--- src/hst_pkg.sv ---
// ----------------------------------------------------------------------------
// hst_pkg
// Types, state and event codes, and the per-character tokenizer step.
// ----------------------------------------------------------------------------
package hst_pkg;

  localparam int unsigned MaxEv = 6;
  localparam int unsigned FifoDepth = 4;
  localparam int unsigned MaxPasses = 5;

  // Event kinds
  localparam logic [3:0] K_TEXT = 4'd0;
  localparam logic [3:0] K_START = 4'd1;
  localparam logic [3:0] K_END = 4'd2;
  localparam logic [3:0] K_NAME = 4'd3;
  localparam logic [3:0] K_AOPEN = 4'd4;
  localparam logic [3:0] K_ANAME = 4'd5;
  localparam logic [3:0] K_AVAL = 4'd6;
  localparam logic [3:0] K_TCLOSE = 4'd7;
  localparam logic [3:0] K_COPEN = 4'd8;
  localparam logic [3:0] K_CCHAR = 4'd9;
  localparam logic [3:0] K_CCLOSE = 4'd10;
  localparam logic [3:0] K_EOF = 4'd11;
  localparam logic [3:0] K_ERR = 4'd12;

  // Parse errors
  localparam logic [4:0] E_NONE = 5'd0;
  localparam logic [4:0] E_NULL_DATA = 5'd1;
  localparam logic [4:0] E_UNK_NAMED = 5'd2;
  localparam logic [4:0] E_NO_DIGITS = 5'd3;
  localparam logic [4:0] E_NO_SEMI = 5'd4;
  localparam logic [4:0] E_NULL_REF = 5'd5;
  localparam logic [4:0] E_OUT_RANGE = 5'd6;
  localparam logic [4:0] E_SURR = 5'd7;
  localparam logic [4:0] E_NONCHAR = 5'd8;
  localparam logic [4:0] E_CTRL = 5'd9;
  localparam logic [4:0] E_QMARK = 5'd10;
  localparam logic [4:0] E_EOF_TNAME = 5'd11;
  localparam logic [4:0] E_BAD_TNAME = 5'd12;
  localparam logic [4:0] E_MISS_ETAG = 5'd13;
  localparam logic [4:0] E_NULL = 5'd14;
  localparam logic [4:0] E_EOF_TAG = 5'd15;
  localparam logic [4:0] E_SOLIDUS = 5'd16;
  localparam logic [4:0] E_EQ_ANAME = 5'd17;
  localparam logic [4:0] E_BAD_ANAME = 5'd18;
  localparam logic [4:0] E_MISS_AVAL = 5'd19;
  localparam logic [4:0] E_BAD_UQVAL = 5'd20;
  localparam logic [4:0] E_MISS_WS = 5'd21;
  localparam logic [4:0] E_BAD_COPEN = 5'd22;
  localparam logic [4:0] E_ABRUPT_C = 5'd23;
  localparam logic [4:0] E_EOF_COM = 5'd24;
  localparam logic [4:0] E_NESTED = 5'd25;
  localparam logic [4:0] E_BAD_CCLOSE = 5'd26;

  // Tokenizer states
  localparam logic [5:0] S_DATA = 6'd0;
  localparam logic [5:0] S_CREF = 6'd1;
  localparam logic [5:0] S_AMBIG = 6'd2;
  localparam logic [5:0] S_NREF = 6'd3;
  localparam logic [5:0] S_HEXS = 6'd4;
  localparam logic [5:0] S_DECS = 6'd5;
  localparam logic [5:0] S_HEX = 6'd6;
  localparam logic [5:0] S_DEC = 6'd7;
  localparam logic [5:0] S_TOPEN = 6'd8;
  localparam logic [5:0] S_ETOPEN = 6'd9;
  localparam logic [5:0] S_TNAME = 6'd10;
  localparam logic [5:0] S_SELFC = 6'd11;
  localparam logic [5:0] S_BAN = 6'd12;
  localparam logic [5:0] S_ANAME = 6'd13;
  localparam logic [5:0] S_AAN = 6'd14;
  localparam logic [5:0] S_BAV = 6'd15;
  localparam logic [5:0] S_AVDQ = 6'd16;
  localparam logic [5:0] S_AVSQ = 6'd17;
  localparam logic [5:0] S_AVUQ = 6'd18;
  localparam logic [5:0] S_AAVQ = 6'd19;
  localparam logic [5:0] S_MDO = 6'd20;
  localparam logic [5:0] S_MDOD = 6'd21;
  localparam logic [5:0] S_CSTART = 6'd22;
  localparam logic [5:0] S_CSD = 6'd23;
  localparam logic [5:0] S_COM = 6'd24;
  localparam logic [5:0] S_CLT = 6'd25;
  localparam logic [5:0] S_CLTB = 6'd26;
  localparam logic [5:0] S_CLTBD = 6'd27;
  localparam logic [5:0] S_CLTBDD = 6'd28;
  localparam logic [5:0] S_CED = 6'd29;
  localparam logic [5:0] S_CEND = 6'd30;
  localparam logic [5:0] S_CEB = 6'd31;
  localparam logic [5:0] S_BOGUS = 6'd32;
  localparam logic [5:0] S_NONE = 6'd63;

  // Reference prefix after "&#"
  localparam logic [1:0] P_NONE = 2'd0;
  localparam logic [1:0] P_LX = 2'd1;
  localparam logic [1:0] P_UX = 2'd2;

  localparam logic [20:0] MaxCp = 21'h10FFFF;
  localparam logic [20:0] SatCp = 21'h110000;
  localparam logic [20:0] Repl = 21'h00FFFD;

  typedef struct packed {
    logic [3:0]  kind;
    logic [20:0] ch;
    logic        sc;
    logic [4:0]  err;
  } ev_t;

  typedef struct packed {
    logic [2:0]        n;
    ev_t [MaxEv-1:0]   e;
  } ev_list_t;

  typedef struct packed {
    logic [5:0]  st;
    logic [5:0]  rs;
    logic [20:0] acc;
    logic [1:0]  pfx;
    logic        again;
    ev_list_t    l;
  } ctx_t;

  function automatic ev_list_t ev_put(ev_list_t l, logic [3:0] k, logic [20:0] c,
                                      logic sc, logic [4:0] err);
    ev_list_t r;
    r = l;
    if (l.n < 3'(MaxEv)) begin
      r.e[l.n] = '{kind: k, ch: c, sc: sc, err: err};
      r.n = l.n + 3'd1;
    end
    return r;
  endfunction

  function automatic logic is_c(logic [20:0] cp, logic eof, logic [7:0] a);
    return !eof && (cp == {13'd0, a});
  endfunction

  function automatic logic in_rng(logic [20:0] cp, logic eof, logic [7:0] lo,
                                  logic [7:0] hi);
    return !eof && (cp >= {13'd0, lo}) && (cp <= {13'd0, hi});
  endfunction

  function automatic logic is_ws(logic [20:0] cp, logic eof);
    return is_c(cp, eof, 8'h09) || is_c(cp, eof, 8'h0A) || is_c(cp, eof, 8'h0C) ||
           is_c(cp, eof, 8'h0D) || is_c(cp, eof, 8'h20);
  endfunction

  function automatic logic is_upper(logic [20:0] cp, logic eof);
    return in_rng(cp, eof, 8'h41, 8'h5A);
  endfunction

  function automatic logic is_digit(logic [20:0] cp, logic eof);
    return in_rng(cp, eof, 8'h30, 8'h39);
  endfunction

  function automatic logic is_alpha(logic [20:0] cp, logic eof);
    return is_upper(cp, eof) || in_rng(cp, eof, 8'h61, 8'h7A);
  endfunction

  function automatic logic is_hex(logic [20:0] cp, logic eof);
    return is_digit(cp, eof) || in_rng(cp, eof, 8'h41, 8'h46) ||
           in_rng(cp, eof, 8'h61, 8'h66);
  endfunction

  // Windows-1252 remap of C1 controls, zero where there is no entry
  function automatic logic [15:0] c1_map(logic [4:0] i);
    logic [15:0] r;
    unique case (i)
      5'd0:  r = 16'h20AC;
      5'd2:  r = 16'h201A;
      5'd3:  r = 16'h0192;
      5'd4:  r = 16'h201E;
      5'd5:  r = 16'h2026;
      5'd6:  r = 16'h2020;
      5'd7:  r = 16'h2021;
      5'd8:  r = 16'h02C6;
      5'd9:  r = 16'h2030;
      5'd10: r = 16'h0160;
      5'd11: r = 16'h2039;
      5'd12: r = 16'h0152;
      5'd14: r = 16'h017D;
      5'd17: r = 16'h2018;
      5'd18: r = 16'h2019;
      5'd19: r = 16'h201C;
      5'd20: r = 16'h201D;
      5'd21: r = 16'h2022;
      5'd22: r = 16'h2013;
      5'd23: r = 16'h2014;
      5'd24: r = 16'h02DC;
      5'd25: r = 16'h2122;
      5'd26: r = 16'h0161;
      5'd27: r = 16'h203A;
      5'd28: r = 16'h0153;
      5'd30: r = 16'h017E;
      5'd31: r = 16'h0178;
      default: r = 16'h0000;
    endcase
    return r;
  endfunction

  function automatic logic in_attr(logic [5:0] rs);
    return (rs == S_AVDQ) || (rs == S_AVSQ) || (rs == S_AVUQ);
  endfunction

  function automatic logic [5:0] back_st(logic [5:0] rs);
    return in_attr(rs) ? rs : S_DATA;
  endfunction

  function automatic ev_list_t refch(ev_list_t l, logic [5:0] rs, logic [20:0] c);
    return ev_put(l, in_attr(rs) ? K_AVAL : K_TEXT, c, 1'b0, E_NONE);
  endfunction

  function automatic ev_list_t perr(ev_list_t l, logic [4:0] e);
    return ev_put(l, K_ERR, 21'd0, 1'b0, e);
  endfunction

  // End of a numeric reference: checks, replacement, emitted character
  function automatic ev_list_t num_end(ev_list_t l, logic [5:0] rs, logic [20:0] acc);
    ev_list_t    r;
    logic [20:0] v;
    logic        ctl;
    logic [15:0] m;
    r = l;
    v = acc;
    ctl = (v <= 21'h1F) || ((v >= 21'h7F) && (v <= 21'h9F));
    m = c1_map(v[4:0]);
    if (v == 21'd0) begin
      r = perr(r, E_NULL_REF);
      v = Repl;
    end else if (v > MaxCp) begin
      r = perr(r, E_OUT_RANGE);
      v = Repl;
    end else if ((v >= 21'hD800) && (v <= 21'hDFFF)) begin
      r = perr(r, E_SURR);
      v = Repl;
    end else if (((v >= 21'hFDD0) && (v <= 21'hFDEF)) || (v[15:1] == 15'h7FFF)) begin
      r = perr(r, E_NONCHAR);
    end else if ((v == 21'h0D) || (ctl && !is_ws(v, 1'b0))) begin
      r = perr(r, E_CTRL);
      if ((v >= 21'h80) && (v <= 21'h9F) && (m != 16'd0)) v = {5'd0, m};
    end
    return refch(r, rs, v);
  endfunction

  function automatic logic [20:0] acc_push(logic [20:0] a, logic hex, logic [3:0] d);
    logic [25:0] t;
    t = hex ? {1'b0, a, 4'd0} : ({4'd0, a, 1'b0} + {2'd0, a, 3'd0});
    t = t + {22'd0, d};
    if (a > MaxCp || t > {5'd0, MaxCp}) return SatCp;
    return t[20:0];
  endfunction

  // One pass of the state machine over one character
  function automatic ctx_t fsm_step(ctx_t s, logic [20:0] cp, logic eof);
    ctx_t        r;
    logic [20:0] lc;
    logic [3:0]  hv;
    r = s;
    r.again = 1'b0;
    lc = cp + 21'd32;
    hv = is_digit(cp, eof) ? cp[3:0] : cp[3:0] + 4'd9;
    unique case (s.st)
      S_CREF: begin
        if (is_alpha(cp, eof) || is_digit(cp, eof)) begin
          r.l = refch(r.l, s.rs, 21'h26); r.st = S_AMBIG; r.again = 1'b1;
        end else if (is_c(cp, eof, 8'h23)) begin
          r.pfx = P_NONE; r.st = S_NREF;
        end else begin
          r.l = refch(r.l, s.rs, 21'h26); r.st = back_st(s.rs); r.again = 1'b1;
        end
      end
      S_AMBIG: begin
        if (is_alpha(cp, eof) || is_digit(cp, eof)) r.l = refch(r.l, s.rs, cp);
        else begin
          if (is_c(cp, eof, 8'h3B)) r.l = perr(r.l, E_UNK_NAMED);
          r.st = back_st(s.rs); r.again = 1'b1;
        end
      end
      S_NREF: begin
        r.acc = 21'd0;
        if (is_c(cp, eof, 8'h78)) begin
          r.pfx = P_LX; r.st = S_HEXS;
        end else if (is_c(cp, eof, 8'h58)) begin
          r.pfx = P_UX; r.st = S_HEXS;
        end else begin
          r.st = S_DECS; r.again = 1'b1;
        end
      end
      S_HEXS, S_DECS: begin
        if ((s.st == S_HEXS) ? is_hex(cp, eof) : is_digit(cp, eof)) begin
          r.st = (s.st == S_HEXS) ? S_HEX : S_DEC; r.again = 1'b1;
        end else begin
          r.l = perr(r.l, E_NO_DIGITS);
          r.l = refch(r.l, s.rs, 21'h26);
          r.l = refch(r.l, s.rs, 21'h23);
          if (s.pfx == P_LX) r.l = refch(r.l, s.rs, 21'h78);
          else if (s.pfx == P_UX) r.l = refch(r.l, s.rs, 21'h58);
          r.st = back_st(s.rs); r.again = 1'b1;
        end
      end
      S_HEX, S_DEC: begin
        if (s.st == S_HEX && is_hex(cp, eof)) r.acc = acc_push(s.acc, 1'b1, hv);
        else if (s.st == S_DEC && is_digit(cp, eof)) r.acc = acc_push(s.acc, 1'b0, cp[3:0]);
        else if (is_c(cp, eof, 8'h3B)) begin
          r.l = num_end(r.l, s.rs, s.acc); r.st = back_st(s.rs);
        end else begin
          r.l = perr(r.l, E_NO_SEMI);
          r.l = num_end(r.l, s.rs, s.acc);
          r.st = back_st(s.rs); r.again = 1'b1;
        end
      end
      S_TOPEN: begin
        if (is_c(cp, eof, 8'h21)) r.st = S_MDO;
        else if (is_c(cp, eof, 8'h2F)) r.st = S_ETOPEN;
        else if (is_alpha(cp, eof)) begin
          r.l = ev_put(r.l, K_START, 21'd0, 1'b0, E_NONE); r.st = S_TNAME; r.again = 1'b1;
        end else if (is_c(cp, eof, 8'h3F)) begin
          r.l = perr(r.l, E_QMARK);
          r.l = ev_put(r.l, K_COPEN, 21'd0, 1'b0, E_NONE);
          r.st = S_BOGUS; r.again = 1'b1;
        end else if (eof) begin
          r.l = perr(r.l, E_EOF_TNAME);
          r.l = ev_put(r.l, K_TEXT, 21'h3C, 1'b0, E_NONE);
          r.l = ev_put(r.l, K_EOF, 21'd0, 1'b0, E_NONE);
        end else begin
          r.l = perr(r.l, E_BAD_TNAME);
          r.l = ev_put(r.l, K_TEXT, 21'h3C, 1'b0, E_NONE);
          r.st = S_DATA; r.again = 1'b1;
        end
      end
      S_ETOPEN: begin
        if (is_alpha(cp, eof)) begin
          r.l = ev_put(r.l, K_END, 21'd0, 1'b0, E_NONE); r.st = S_TNAME; r.again = 1'b1;
        end else if (is_c(cp, eof, 8'h3E)) begin
          r.l = perr(r.l, E_MISS_ETAG); r.st = S_DATA;
        end else if (eof) begin
          r.l = perr(r.l, E_EOF_TNAME);
          r.l = ev_put(r.l, K_TEXT, 21'h3C, 1'b0, E_NONE);
          r.l = ev_put(r.l, K_TEXT, 21'h2F, 1'b0, E_NONE);
          r.l = ev_put(r.l, K_EOF, 21'd0, 1'b0, E_NONE);
        end else begin
          r.l = perr(r.l, E_BAD_TNAME);
          r.l = ev_put(r.l, K_COPEN, 21'd0, 1'b0, E_NONE);
          r.st = S_BOGUS; r.again = 1'b1;
        end
      end
      S_TNAME: begin
        if (is_ws(cp, eof)) r.st = S_BAN;
        else if (is_c(cp, eof, 8'h2F)) r.st = S_SELFC;
        else if (is_c(cp, eof, 8'h3E)) begin
          r.l = ev_put(r.l, K_TCLOSE, 21'd0, 1'b0, E_NONE); r.st = S_DATA;
        end else if (is_upper(cp, eof)) r.l = ev_put(r.l, K_NAME, lc, 1'b0, E_NONE);
        else if (is_c(cp, eof, 8'h00)) begin
          r.l = perr(r.l, E_NULL); r.l = ev_put(r.l, K_NAME, Repl, 1'b0, E_NONE);
        end else if (eof) begin
          r.l = perr(r.l, E_EOF_TAG); r.l = ev_put(r.l, K_EOF, 21'd0, 1'b0, E_NONE);
        end else r.l = ev_put(r.l, K_NAME, cp, 1'b0, E_NONE);
      end
      S_SELFC: begin
        if (is_c(cp, eof, 8'h3E)) begin
          r.l = ev_put(r.l, K_TCLOSE, 21'd0, 1'b1, E_NONE); r.st = S_DATA;
        end else if (eof) begin
          r.l = perr(r.l, E_EOF_TAG); r.l = ev_put(r.l, K_EOF, 21'd0, 1'b0, E_NONE);
        end else begin
          r.l = perr(r.l, E_SOLIDUS); r.st = S_BAN; r.again = 1'b1;
        end
      end
      S_BAN: begin
        if (is_ws(cp, eof)) r.st = S_BAN;
        else if (is_c(cp, eof, 8'h2F) || is_c(cp, eof, 8'h3E) || eof) begin
          r.st = S_AAN; r.again = 1'b1;
        end else if (is_c(cp, eof, 8'h3D)) begin
          r.l = perr(r.l, E_EQ_ANAME);
          r.l = ev_put(r.l, K_AOPEN, 21'd0, 1'b0, E_NONE);
          r.l = ev_put(r.l, K_ANAME, cp, 1'b0, E_NONE);
          r.st = S_ANAME;
        end else begin
          r.l = ev_put(r.l, K_AOPEN, 21'd0, 1'b0, E_NONE); r.st = S_ANAME; r.again = 1'b1;
        end
      end
      S_ANAME: begin
        if (is_ws(cp, eof) || is_c(cp, eof, 8'h2F) || is_c(cp, eof, 8'h3E) || eof) begin
          r.st = S_AAN; r.again = 1'b1;
        end else if (is_c(cp, eof, 8'h3D)) r.st = S_BAV;
        else if (is_upper(cp, eof)) r.l = ev_put(r.l, K_ANAME, lc, 1'b0, E_NONE);
        else if (is_c(cp, eof, 8'h00)) begin
          r.l = perr(r.l, E_NULL); r.l = ev_put(r.l, K_ANAME, Repl, 1'b0, E_NONE);
        end else begin
          if (is_c(cp, eof, 8'h22) || is_c(cp, eof, 8'h27) || is_c(cp, eof, 8'h3C))
            r.l = perr(r.l, E_BAD_ANAME);
          r.l = ev_put(r.l, K_ANAME, cp, 1'b0, E_NONE);
        end
      end
      S_AAN: begin
        if (is_ws(cp, eof)) r.st = S_AAN;
        else if (is_c(cp, eof, 8'h2F)) r.st = S_SELFC;
        else if (is_c(cp, eof, 8'h3D)) r.st = S_BAV;
        else if (is_c(cp, eof, 8'h3E)) begin
          r.l = ev_put(r.l, K_TCLOSE, 21'd0, 1'b0, E_NONE); r.st = S_DATA;
        end else if (eof) begin
          r.l = perr(r.l, E_EOF_TAG); r.l = ev_put(r.l, K_EOF, 21'd0, 1'b0, E_NONE);
        end else begin
          r.l = ev_put(r.l, K_AOPEN, 21'd0, 1'b0, E_NONE); r.st = S_ANAME; r.again = 1'b1;
        end
      end
      S_BAV: begin
        if (is_ws(cp, eof)) r.st = S_BAV;
        else if (is_c(cp, eof, 8'h22)) r.st = S_AVDQ;
        else if (is_c(cp, eof, 8'h27)) r.st = S_AVSQ;
        else if (is_c(cp, eof, 8'h3E)) begin
          r.l = perr(r.l, E_MISS_AVAL);
          r.l = ev_put(r.l, K_TCLOSE, 21'd0, 1'b0, E_NONE);
          r.st = S_DATA;
        end else begin
          r.st = S_AVUQ; r.again = 1'b1;
        end
      end
      S_AVDQ, S_AVSQ: begin
        if (is_c(cp, eof, (s.st == S_AVDQ) ? 8'h22 : 8'h27)) r.st = S_AAVQ;
        else if (is_c(cp, eof, 8'h26)) begin
          r.rs = s.st; r.st = S_CREF;
        end else if (is_c(cp, eof, 8'h00)) begin
          r.l = perr(r.l, E_NULL); r.l = ev_put(r.l, K_AVAL, Repl, 1'b0, E_NONE);
        end else if (eof) begin
          r.l = perr(r.l, E_EOF_TAG); r.l = ev_put(r.l, K_EOF, 21'd0, 1'b0, E_NONE);
        end else r.l = ev_put(r.l, K_AVAL, cp, 1'b0, E_NONE);
      end
      S_AVUQ: begin
        if (is_ws(cp, eof)) r.st = S_BAN;
        else if (is_c(cp, eof, 8'h26)) begin
          r.rs = S_AVUQ; r.st = S_CREF;
        end else if (is_c(cp, eof, 8'h3E)) begin
          r.l = ev_put(r.l, K_TCLOSE, 21'd0, 1'b0, E_NONE); r.st = S_DATA;
        end else if (is_c(cp, eof, 8'h00)) begin
          r.l = perr(r.l, E_NULL); r.l = ev_put(r.l, K_AVAL, Repl, 1'b0, E_NONE);
        end else if (is_c(cp, eof, 8'h22) || is_c(cp, eof, 8'h27) || is_c(cp, eof, 8'h3C) ||
                     is_c(cp, eof, 8'h3D) || is_c(cp, eof, 8'h60)) begin
          r.l = perr(r.l, E_BAD_UQVAL); r.l = ev_put(r.l, K_AVAL, cp, 1'b0, E_NONE);
        end else if (eof) begin
          r.l = perr(r.l, E_EOF_TAG); r.l = ev_put(r.l, K_EOF, 21'd0, 1'b0, E_NONE);
        end else r.l = ev_put(r.l, K_AVAL, cp, 1'b0, E_NONE);
      end
      S_AAVQ: begin
        if (is_ws(cp, eof)) r.st = S_BAN;
        else if (is_c(cp, eof, 8'h2F)) r.st = S_SELFC;
        else if (is_c(cp, eof, 8'h3E)) begin
          r.l = ev_put(r.l, K_TCLOSE, 21'd0, 1'b0, E_NONE); r.st = S_DATA;
        end else if (eof) begin
          r.l = perr(r.l, E_EOF_TAG); r.l = ev_put(r.l, K_EOF, 21'd0, 1'b0, E_NONE);
        end else begin
          r.l = perr(r.l, E_MISS_WS); r.st = S_BAN; r.again = 1'b1;
        end
      end
      S_MDO: begin
        if (is_c(cp, eof, 8'h2D)) r.st = S_MDOD;
        else begin
          r.l = perr(r.l, E_BAD_COPEN);
          r.l = ev_put(r.l, K_COPEN, 21'd0, 1'b0, E_NONE);
          r.st = S_BOGUS; r.again = 1'b1;
        end
      end
      S_MDOD: begin
        if (is_c(cp, eof, 8'h2D)) begin
          r.l = ev_put(r.l, K_COPEN, 21'd0, 1'b0, E_NONE); r.st = S_CSTART;
        end else begin
          r.l = perr(r.l, E_BAD_COPEN);
          r.l = ev_put(r.l, K_COPEN, 21'd0, 1'b0, E_NONE);
          r.l = ev_put(r.l, K_CCHAR, 21'h2D, 1'b0, E_NONE);
          r.st = S_BOGUS; r.again = 1'b1;
        end
      end
      S_CSTART: begin
        if (is_c(cp, eof, 8'h2D)) r.st = S_CSD;
        else if (is_c(cp, eof, 8'h3E)) begin
          r.l = perr(r.l, E_ABRUPT_C);
          r.l = ev_put(r.l, K_CCLOSE, 21'd0, 1'b0, E_NONE);
          r.st = S_DATA;
        end else begin
          r.st = S_COM; r.again = 1'b1;
        end
      end
      S_CSD: begin
        if (is_c(cp, eof, 8'h2D)) r.st = S_CEND;
        else if (is_c(cp, eof, 8'h3E)) begin
          r.l = perr(r.l, E_ABRUPT_C);
          r.l = ev_put(r.l, K_CCLOSE, 21'd0, 1'b0, E_NONE);
          r.st = S_DATA;
        end else if (eof) begin
          r.l = perr(r.l, E_EOF_COM);
          r.l = ev_put(r.l, K_CCLOSE, 21'd0, 1'b0, E_NONE);
          r.l = ev_put(r.l, K_EOF, 21'd0, 1'b0, E_NONE);
        end else begin
          r.l = ev_put(r.l, K_CCHAR, 21'h2D, 1'b0, E_NONE); r.st = S_COM; r.again = 1'b1;
        end
      end
      S_COM: begin
        if (is_c(cp, eof, 8'h3C)) begin
          r.l = ev_put(r.l, K_CCHAR, cp, 1'b0, E_NONE); r.st = S_CLT;
        end else if (is_c(cp, eof, 8'h2D)) r.st = S_CED;
        else if (is_c(cp, eof, 8'h00)) begin
          r.l = perr(r.l, E_NULL); r.l = ev_put(r.l, K_CCHAR, Repl, 1'b0, E_NONE);
        end else if (eof) begin
          r.l = perr(r.l, E_EOF_COM);
          r.l = ev_put(r.l, K_CCLOSE, 21'd0, 1'b0, E_NONE);
          r.l = ev_put(r.l, K_EOF, 21'd0, 1'b0, E_NONE);
        end else r.l = ev_put(r.l, K_CCHAR, cp, 1'b0, E_NONE);
      end
      S_CLT: begin
        if (is_c(cp, eof, 8'h21)) begin
          r.l = ev_put(r.l, K_CCHAR, cp, 1'b0, E_NONE); r.st = S_CLTB;
        end else if (is_c(cp, eof, 8'h3C)) r.l = ev_put(r.l, K_CCHAR, cp, 1'b0, E_NONE);
        else begin
          r.st = S_COM; r.again = 1'b1;
        end
      end
      S_CLTB: begin
        if (is_c(cp, eof, 8'h2D)) r.st = S_CLTBD;
        else begin
          r.st = S_COM; r.again = 1'b1;
        end
      end
      S_CLTBD: begin
        if (is_c(cp, eof, 8'h2D)) r.st = S_CLTBDD;
        else begin
          r.st = S_CED; r.again = 1'b1;
        end
      end
      S_CLTBDD: begin
        if (!is_c(cp, eof, 8'h3E) && !eof) r.l = perr(r.l, E_NESTED);
        r.st = S_CEND; r.again = 1'b1;
      end
      S_CED: begin
        if (is_c(cp, eof, 8'h2D)) r.st = S_CEND;
        else if (eof) begin
          r.l = perr(r.l, E_EOF_COM);
          r.l = ev_put(r.l, K_CCLOSE, 21'd0, 1'b0, E_NONE);
          r.l = ev_put(r.l, K_EOF, 21'd0, 1'b0, E_NONE);
        end else begin
          r.l = ev_put(r.l, K_CCHAR, 21'h2D, 1'b0, E_NONE); r.st = S_COM; r.again = 1'b1;
        end
      end
      S_CEND: begin
        if (is_c(cp, eof, 8'h3E)) begin
          r.l = ev_put(r.l, K_CCLOSE, 21'd0, 1'b0, E_NONE); r.st = S_DATA;
        end else if (is_c(cp, eof, 8'h21)) r.st = S_CEB;
        else if (is_c(cp, eof, 8'h2D)) r.l = ev_put(r.l, K_CCHAR, 21'h2D, 1'b0, E_NONE);
        else if (eof) begin
          r.l = perr(r.l, E_EOF_COM);
          r.l = ev_put(r.l, K_CCLOSE, 21'd0, 1'b0, E_NONE);
          r.l = ev_put(r.l, K_EOF, 21'd0, 1'b0, E_NONE);
        end else begin
          r.l = ev_put(r.l, K_CCHAR, 21'h2D, 1'b0, E_NONE);
          r.l = ev_put(r.l, K_CCHAR, 21'h2D, 1'b0, E_NONE);
          r.st = S_COM; r.again = 1'b1;
        end
      end
      S_CEB: begin
        if (is_c(cp, eof, 8'h3E)) begin
          r.l = perr(r.l, E_BAD_CCLOSE);
          r.l = ev_put(r.l, K_CCLOSE, 21'd0, 1'b0, E_NONE);
          r.st = S_DATA;
        end else if (eof) begin
          r.l = perr(r.l, E_EOF_COM);
          r.l = ev_put(r.l, K_CCLOSE, 21'd0, 1'b0, E_NONE);
          r.l = ev_put(r.l, K_EOF, 21'd0, 1'b0, E_NONE);
        end else begin
          r.l = ev_put(r.l, K_CCHAR, 21'h2D, 1'b0, E_NONE);
          r.l = ev_put(r.l, K_CCHAR, 21'h2D, 1'b0, E_NONE);
          r.l = ev_put(r.l, K_CCHAR, 21'h21, 1'b0, E_NONE);
          if (is_c(cp, eof, 8'h2D)) r.st = S_CED;
          else begin
            r.st = S_COM; r.again = 1'b1;
          end
        end
      end
      S_BOGUS: begin
        if (is_c(cp, eof, 8'h3E)) begin
          r.l = ev_put(r.l, K_CCLOSE, 21'd0, 1'b0, E_NONE); r.st = S_DATA;
        end else if (eof) begin
          r.l = ev_put(r.l, K_CCLOSE, 21'd0, 1'b0, E_NONE);
          r.l = ev_put(r.l, K_EOF, 21'd0, 1'b0, E_NONE);
        end else if (is_c(cp, eof, 8'h00)) begin
          r.l = perr(r.l, E_NULL); r.l = ev_put(r.l, K_CCHAR, Repl, 1'b0, E_NONE);
        end else r.l = ev_put(r.l, K_CCHAR, cp, 1'b0, E_NONE);
      end
      default: begin
        // data state, and any unused code falls back to it
        r.st = S_DATA;
        if (is_c(cp, eof, 8'h26)) begin
          r.rs = S_DATA; r.st = S_CREF;
        end else if (is_c(cp, eof, 8'h3C)) r.st = S_TOPEN;
        else if (is_c(cp, eof, 8'h00)) begin
          r.l = perr(r.l, E_NULL_DATA); r.l = ev_put(r.l, K_TEXT, 21'd0, 1'b0, E_NONE);
        end else if (eof) r.l = ev_put(r.l, K_EOF, 21'd0, 1'b0, E_NONE);
        else r.l = ev_put(r.l, K_TEXT, cp, 1'b0, E_NONE);
      end
    endcase
    return r;
  endfunction

endpackage

--- src/hst_back.sv ---
// ----------------------------------------------------------------------------
// hst_back
// Walks the queue head entry one event at a time into the output register.
// ----------------------------------------------------------------------------
module hst_back (
  input  logic                clk,
  input  logic                rst,
  input  logic                empty,
  input  hst_pkg::ev_list_t   head,
  output logic                pop,
  output logic                out_valid,
  output hst_pkg::ev_t        out_ev,
  output logic                out_last,
  input  logic                out_ready
);

  logic [2:0] idx;
  logic       load;
  logic       at_end;

  assign load = !empty && (!out_valid || out_ready);
  assign at_end = (idx == head.n - 3'd1);
  assign pop = load && at_end;

  always_ff @(posedge clk) begin
    if (rst) begin
      out_valid <= 1'b0;
      idx <= '0;
    end else begin
      if (load) begin
        out_valid <= 1'b1;
        idx <= at_end ? 3'd0 : idx + 3'd1;
      end else if (out_ready) begin
        out_valid <= 1'b0;
      end
    end
  end

  always_ff @(posedge clk) begin
    if (load) begin
      out_ev <= head.e[idx];
      out_last <= at_end;
    end
  end

endmodule

--- config.mk ---
export PLATFORM = sky130hd
export DESIGN_NAME = hst_back
export DESIGN_NICKNAME = d
export VERILOG_FILES = /design/src/hst_pkg.sv /design/src/hst_back.sv
export SDC_FILE = /design/constraint.sdc
export NUM_CORES = 1
export LEC_CHECK = 0
export ABC_AREA = 1
export BUFFER_PORTS_ARGS = -buffer_cell sky130_fd_sc_hd__buf_2
export CORE_MARGIN = 3
export CORE_UTILIZATION = 36
export DETAILED_ROUTE_END_ITERATION = 8
export GPL_ROUTABILITY_DRIVEN = 0
export PLACE_DENSITY = 0.82
export SYNTH_ARGS = -nofsm -noshare
export SYNTH_HDL_FRONTEND = slang
export SYNTH_SLANG_ARGS = --single-unit
--- constraint.sdc ---
create_clock -name clk -period 1.65 [get_ports clk]
set_input_delay 0.165 -clock clk [delete_from_list [all_inputs] [get_ports clk]]
set_output_delay 0.165 -clock clk [all_outputs]
set_load 0.1 [all_outputs]
==> flow_summary.ini, run 1 <==
[outcome]
status = finished clean

[final_layout]
fill_cells = 738
area_delta_synth_final_pct = 49.58
fin_nets = 813
ff_latch_area_sq_um = 1050
num_antenna_cells = 0
stdcell_count = 718
layout-drive-gt1-share_pct = 41.68
design_area_sq_um = 4194
post-route-util_pct = 56.61
multi_input_area_sq_um = 1544

[sta]
totalNegativeSetupSlack_ns = 0
finalClockSkew_ns = 0.001204
hold_slack_ns = 0.04835
setup_viol_count_final = 0
fin_crit_sh_pct = 96.15
fmaxAchievable_ghz = 0.6303
hold_violations = 0
fin_crit_ns = 1.586
setup_ws_ns = 0.06355
tightest_slew_ns = 0.5045
finalMaxSlewViolations = 0
slew_headroom_pct = 66.60

[power_and_ir_drop]
fin_total_pwr_mw = 3.629
p_per_area_nw_per_um2 = 865.3
p_leak_nw = 2.126
ir_drop_mv = 0.3701

[clock_network]
cts_max_level = 2
cts_root_buf = clkbuf_8
clkSinkCount = 36
cts_tree = yes
clock_latency_ns = 0.28
numCtsBuffers = 5
clk_path_buf_depth = 2
cts_hold_buffers = 0
path_clk_slew_ns = 0.07

[worst_setup_path]
critPathRequiredTime_ns = 1.48
end_kind = output port
r2r_slack_ns = 0.31
ff2ff_path_depth = 8
startpoint_type = register
crit_buf_inv = 3
path_depth = 7
worstSetupPathType = register to output port
cp.arrival_ns = 1.42
crit_path_max_fanout = 3
path_delay_family = flip-flops
cp_slowest_cell = dfxtp_4
slowest_delay_ns = 0.38
crit_chain = buf_12 > nand2_1 > nand2_1 > nor2_2 > nand3_2 > clkinvlp_4 > buf_12

[place]
dpl.hpwl_um = 8224
port_buffers = 226
place_inst = 709
post-place-ws_ns = 0.2138
postPlaceCellArea_sq_um = 4083

[logic_synthesis]
synth_fp_nets = 597
synth.avg_cell_area_sq_um = 6.975
netlist_area_sq_um = 2804
ys_ff_latch = 36
yosysSeqAreaShare_pct = 37.13
syn_inst = 402
ys_warn_count = 0
synth_cell_types = 20

[grt]
grt_max_degree = 48
grt_pass1_wl_um = 15670
antenna_found_initial = 0
overflow = 0
grt_use_total_pct = 22.33
grt_pass1_vias = 3492

[floorplan]
pin_count = 227
die-area_sq_um = 8884
die_h_um = 94.26
rows = 31
die_w_um = 94.26
core_area_sq_um = 7408
initial_core_util_pct = 37.85

[routing]
ant_nets = 0
vias = 3698
via_per_inst = 5.150
drt-initial-drc-count = 127
routed_wl_um = 10480
first_pass_iters = 4
remaining_drc_errors = 0
wl_per_cell_um = 14.60

[worst_hold_path]
hold_depth = 2
hold_path_class = input port to register

[flow_run]
max_cap_violations = 0
Yosys cell counts (all sizes together):
master   n  share of area, %
nor2    76                10
clkbuf  14               1.9
a21oi    1              0.18
buf     18               4.6
ha       2              0.89
nand3    4              0.71
inv     16               2.2
o21ai   97                17
o21a    28               7.5
edfxtp  32                34
dfxtp    4               2.9
nand2   81                11
o22ai   28               6.2
xor2     1              0.31
cells in the final DEF (no fill, tap or decap), drive strengths merged:
| master | instances |
|---|---|
| ha | 2 |
| nand2 | 81 |
| xor2 | 1 |
| edfxtp | 32 |
| inv | 14 |
| nor2 | 76 |
| o22ai | 28 |
| o21ai | 97 |
| dfxtp | 4 |
| buf | 241 |
| clkinvlp | 2 |
| nand3 | 4 |
| o21a | 28 |
| clkbuf | 8 |
| a21oi | 1 |
timing repair:
item,in CTS,in global routing
buffers inserted,0,1
setup endpoints to repair,1,1
gates resized for setup,2,3
endpoints found under the hold margin,0,0
cloned,0,0
layout make-up:
cell class	instances	area share, %
clock buffers	8	1.909
repair buffers	241	31.50
flip-flops and latches	36	25.03
well taps	99	2.953
multi-input cells	318	36.81
inverters	16	1.790
metal layers:
| metal | track usage, % | wire, um | vias to the layer above |
|---|---|---|---|
| met5 | 0 | 0 | - |
| met1 | 23.57 | 3779 | 1667 |
| met4 | 10.95 | 371 | 0 |
| met3 | 5.369 | 924 | 30 |
| met2 | 41.02 | 5409 | 189 |
| li1 | - | - | 1812 |
kinds of logic after synthesis:
| group | count (synthesis) | synth area share, % |
|---|---|---|
| AND/OR/NAND/NOR | 161 | 21.73 |
| AO/OA/AOI/OAI | 154 | 31.24 |
| buffers and inverters | 48 | 8.701 |
| flip-flops | 36 | 37.13 |
| adder cells (fa/ha/maj) | 2 | 0.8923 |
| XOR/XNOR | 1 | 0.3124 |
flip-flops by register name, summed over array words and instances, names as in the netlist:
signal / count
out_last: 1
out_ev: 31
idx: 3
out_valid: 1
report_power, final:
group / internal (mW) / switching (mW)
combinational: 0.507 / 1.34
clock: 0.300 / 0.294
sequential: 1.15 / 0.0431
total: 1.96 / 1.67
path summary, 6_finish.rpt:
kind / from / endpoint
worst min-delay path: rst / out_valid
worst min register to register: out_valid / out_valid
worst max-delay path: idx[0] / pop
worst max register to register: idx[0] / out_ev[26]
(Power assumes the default switching activity.)
==> run 2, diff against run 1 <==
--- a/config.mk
+++ b/config.mk
@@ -5,13 +5,12 @@
 export SDC_FILE = /design/constraint.sdc
 export NUM_CORES = 1
 export LEC_CHECK = 0
-export ABC_AREA = 1
 export BUFFER_PORTS_ARGS = -buffer_cell sky130_fd_sc_hd__buf_2
 export CORE_MARGIN = 3
-export CORE_UTILIZATION = 36
+export CORE_UTILIZATION = 35
 export DETAILED_ROUTE_END_ITERATION = 8
 export GPL_ROUTABILITY_DRIVEN = 0
-export PLACE_DENSITY = 0.82
+export PLACE_DENSITY = 0.81
 export SYNTH_ARGS = -nofsm -noshare
 export SYNTH_HDL_FRONTEND = slang
 export SYNTH_SLANG_ARGS = --single-unit
==> run 2 against run 1 <==
Effect of this change:
- sequential power down 5%
- combinational power down 17%
- critical path depth unchanged
- sequential cell count unchanged
- first-iteration DRC count down 57%
- largest cell class unchanged
- cell count down 25%
- global-route usage down 1.4 points
- critical endpoint unchanged
- critical path type is now input port to output port
- maximum frequency down 2.1%
==> flow_summary.ini, run 2 <==
[grt]
grt_max_degree = 36
grt_pass1_wl_um = 13870
overflow = 0
grt_use_total_pct = 20.90
antenna_found_initial = 0
grt_pass1_vias = 2793

[sta]
fin_crit_ns = 1.621
slew_headroom_pct = 64.75
fin_crit_sh_pct = 98.22
finalMaxSlewViolations = 0
fmaxAchievable_ghz = 0.6170
hold_slack_ns = 0.04686
setup_viol_count_final = 0
rsz0062_at_grt = yes
hold_violations = 0
totalNegativeSetupSlack_ns = 0
setup_ws_ns = 0.02931
finalClockSkew_ns = 0.005346
tightest_slew_ns = 0.5325

[worst_setup_path]
end_kind = output port
ff2ff_path_depth = 4
startpoint_type = input port
critPathRequiredTime_ns = 1.48
worstSetupPathType = input port to output port
r2r_slack_ns = 0.06
crit_path_max_fanout = 2
worstReg2RegStart = idx[0]
r2r-end = out_ev[26]
cp.arrival_ns = 1.46

[routing]
wl_per_cell_um = 17.27
drt-initial-drc-count = 54
routed_wl_um = 9292
ant_nets = 0
via_per_inst = 5.043
remaining_drc_errors = 0
vias = 2713
first_pass_iters = 7

[clock_network]
cts_hold_buffers = 0
cts_max_level = 2
clock_latency_ns = 0.28
path_clk_slew_ns = 0.07
clk_path_buf_depth = 2
cts_root_buf = clkbuf_8
numCtsBuffers = 5
clkSinkCount = 36
cts_tree = yes

[logic_synthesis]
synth_flop_cell = edfxtp_1
ys_ff_latch = 36
synth_compound_area_share_pct = 7.981
ys_warn_count = 0
synth_edf_count = 32
synth_area_leaders = edfxtp_1 36%, mux4_2 26%, mux2i_1 12%, o22ai_1 7.3%, inv_1 4.1%
synth_fp_nets = 397
yosys-top-cells-count = 32 x edfxtp_1, 32 x mux2i_1, 31 x mux4_2, 31 x o22ai_1, 29 x inv_1
synth_adder_area_share_pct = 0.9390
netlist_area_sq_um = 2665
syn_inst = 202
synth_xor_xnor_area_share_pct = 1.549
yosysSeqAreaShare_pct = 39.06
synth_mux_area_share_pct = 38.22
yosys.area.top_type = edfxtp_1
synth_top_area_share_pct = 36.06
synth_simple_gate_area_share_pct = 3.005
synth_top_family_by_area = multiplexers
synth.avg_cell_area_sq_um = 13.19
async_flop_share_pct = 0
synth_cell_types = 27

[final_layout]
fin_nets = 633
largest_reg_flops = 31
multi_input_area_sq_um = 1399
num_antenna_cells = 0
layout_common_cells = 225 x buf_2, 32 x mux2i_1, 32 x edfxtp_1
largest-register = out_ev
largestRegisters = out_ev x31, idx x3
layout-drive-gt1-share_pct = 67.65
area_delta_synth_final_pct = 58.08
final_common_cell = buf_2
design_area_sq_um = 4213
ff_latch_area_sq_um = 1050
fill_cells = 639

[power_and_ir_drop]
internal_power_mw = 2.151
p_leak_nw = 1.974
power.clock.fraction_pct = 22.3
pwr-share-seq_pct = 33.0
power_frac_comb_pct = 44.7
netSwitchingFraction_pct = 37.16
p_sw_mw = 1.272
ir_drop_mv = 0.4587
p_per_area_nw_per_um2 = 812.4

[floorplan]
die_w_um = 93.26
core_area_sq_um = 7331
initial_core_util_pct = 36.35
pin_count = 227
die-area_sq_um = 8697
rows = 31
die_h_um = 93.26

[worst_hold_path]
hold_path_class = input port to register
hold_depth = 2
hold_start = empty
min_to = out_valid

[place]
postPlaceCellArea_sq_um = 3975
dpl.hpwl_um = 7715
post-place-ws_ns = 0.05750
port_buffers = 226

[flow_run]
max_cap_violations = 0

[outcome]
status = finished clean
==> run 2: cell types whose count changed in the layout (fill, tap and decap cells not counted), moves of 30 or more <==
| cell | before | now |
|---|---|---|
| mux2i_1 | 0 | 32 |
| nor2_1 | 74 | 1 |
| o21ai_0 | 67 | 0 |
| o21ai_1 | 30 | 0 |
| nand2_1 | 79 | 3 |
| mux4_2 | 0 | 31 |
==> run 2: worst max-delay path by stage <==
stage	startpoint	to	slack, ns	cells after the start
6_report	head[186]	pop	0.03	7
2_1_floorplan	idx[0]	out_ev[10]	0.05	5
5_1_grt	idx[0]	pop	-0.05	5
4_1_cts	head[187]	pop	0.0002	7
3_3_place_gp	idx[0]	out_ev[12]	0.1	4
3_5_place_dp	idx[0]	out_ev[12]	0.06	4
==> run 2: power groups by stage <==
stage	Sequential, mW	Combinational, mW	Clock, mW
floorplan	1.70	0.503	0
global placement	1.15	1.44	0
detailed placement	1.15	1.47	0
CTS	1.13	1.51	0.784
global route	1.13	1.62	0.825
finish	1.13	1.53	0.764
==> run 2: timing repair <==
action | 4_1_cts | 5_1_grt
resized for setup | 3 | 3
buffers inserted | 4 | 3
cloned | 1 | 0
pin swaps | 4 | 3
hold endpoints to repair | 0 | 0
setup endpoints to repair | 1 | 1
==> run 2: metrics by stage <==
step | power (mW) | utilization [%] | instances
6_report | 3.422 | 57.47 | 538
5_1_grt | 3.582 | 57.47 | 538
4_1_cts | 3.427 | 56.73 | 535
3_5_place_dp | 2.622 | 54.22 | 522
3_3_place_gp | 2.588 | 54.22 | 522
2_1_floorplan | 2.200 | - | 202
==> run 2: cell type report <==
cell class	count	area share, %
Tap cell	99	2.940
Clock inverter	2	0.8316
Sequential cell	36	24.92
Clock buffer	6	1.723
Inverter	34	3.356
Timing Repair Buffer	247	33.03
Multi-Input combinational cell	114	33.20
==> run 2: metal layers <==
layer  up-vias  track usage [%]  wire (um)
met4         0            8.303        235
met1      1293            23.26       3291
li1       1257                -          -
met5         -                0          0
met2       139            37.82       5050
met3        24            5.310        714
==> run 2: cells by family after synthesis <==
family          after synthesis
buf+inv                      52
xor+xnor                      3
fa+ha+maj                     2
simple gates                 12
flops                        36
compound gates               34
mux                          63
==> run 2: worst max-delay path, stage by stage <==
cell and delay, ns:
buf_2 0.14, inv_2 0.05, ha_2 0.17, xor3_1 0.42, nor3_2 0.15, and2_4 0.19
buf_12 0.17
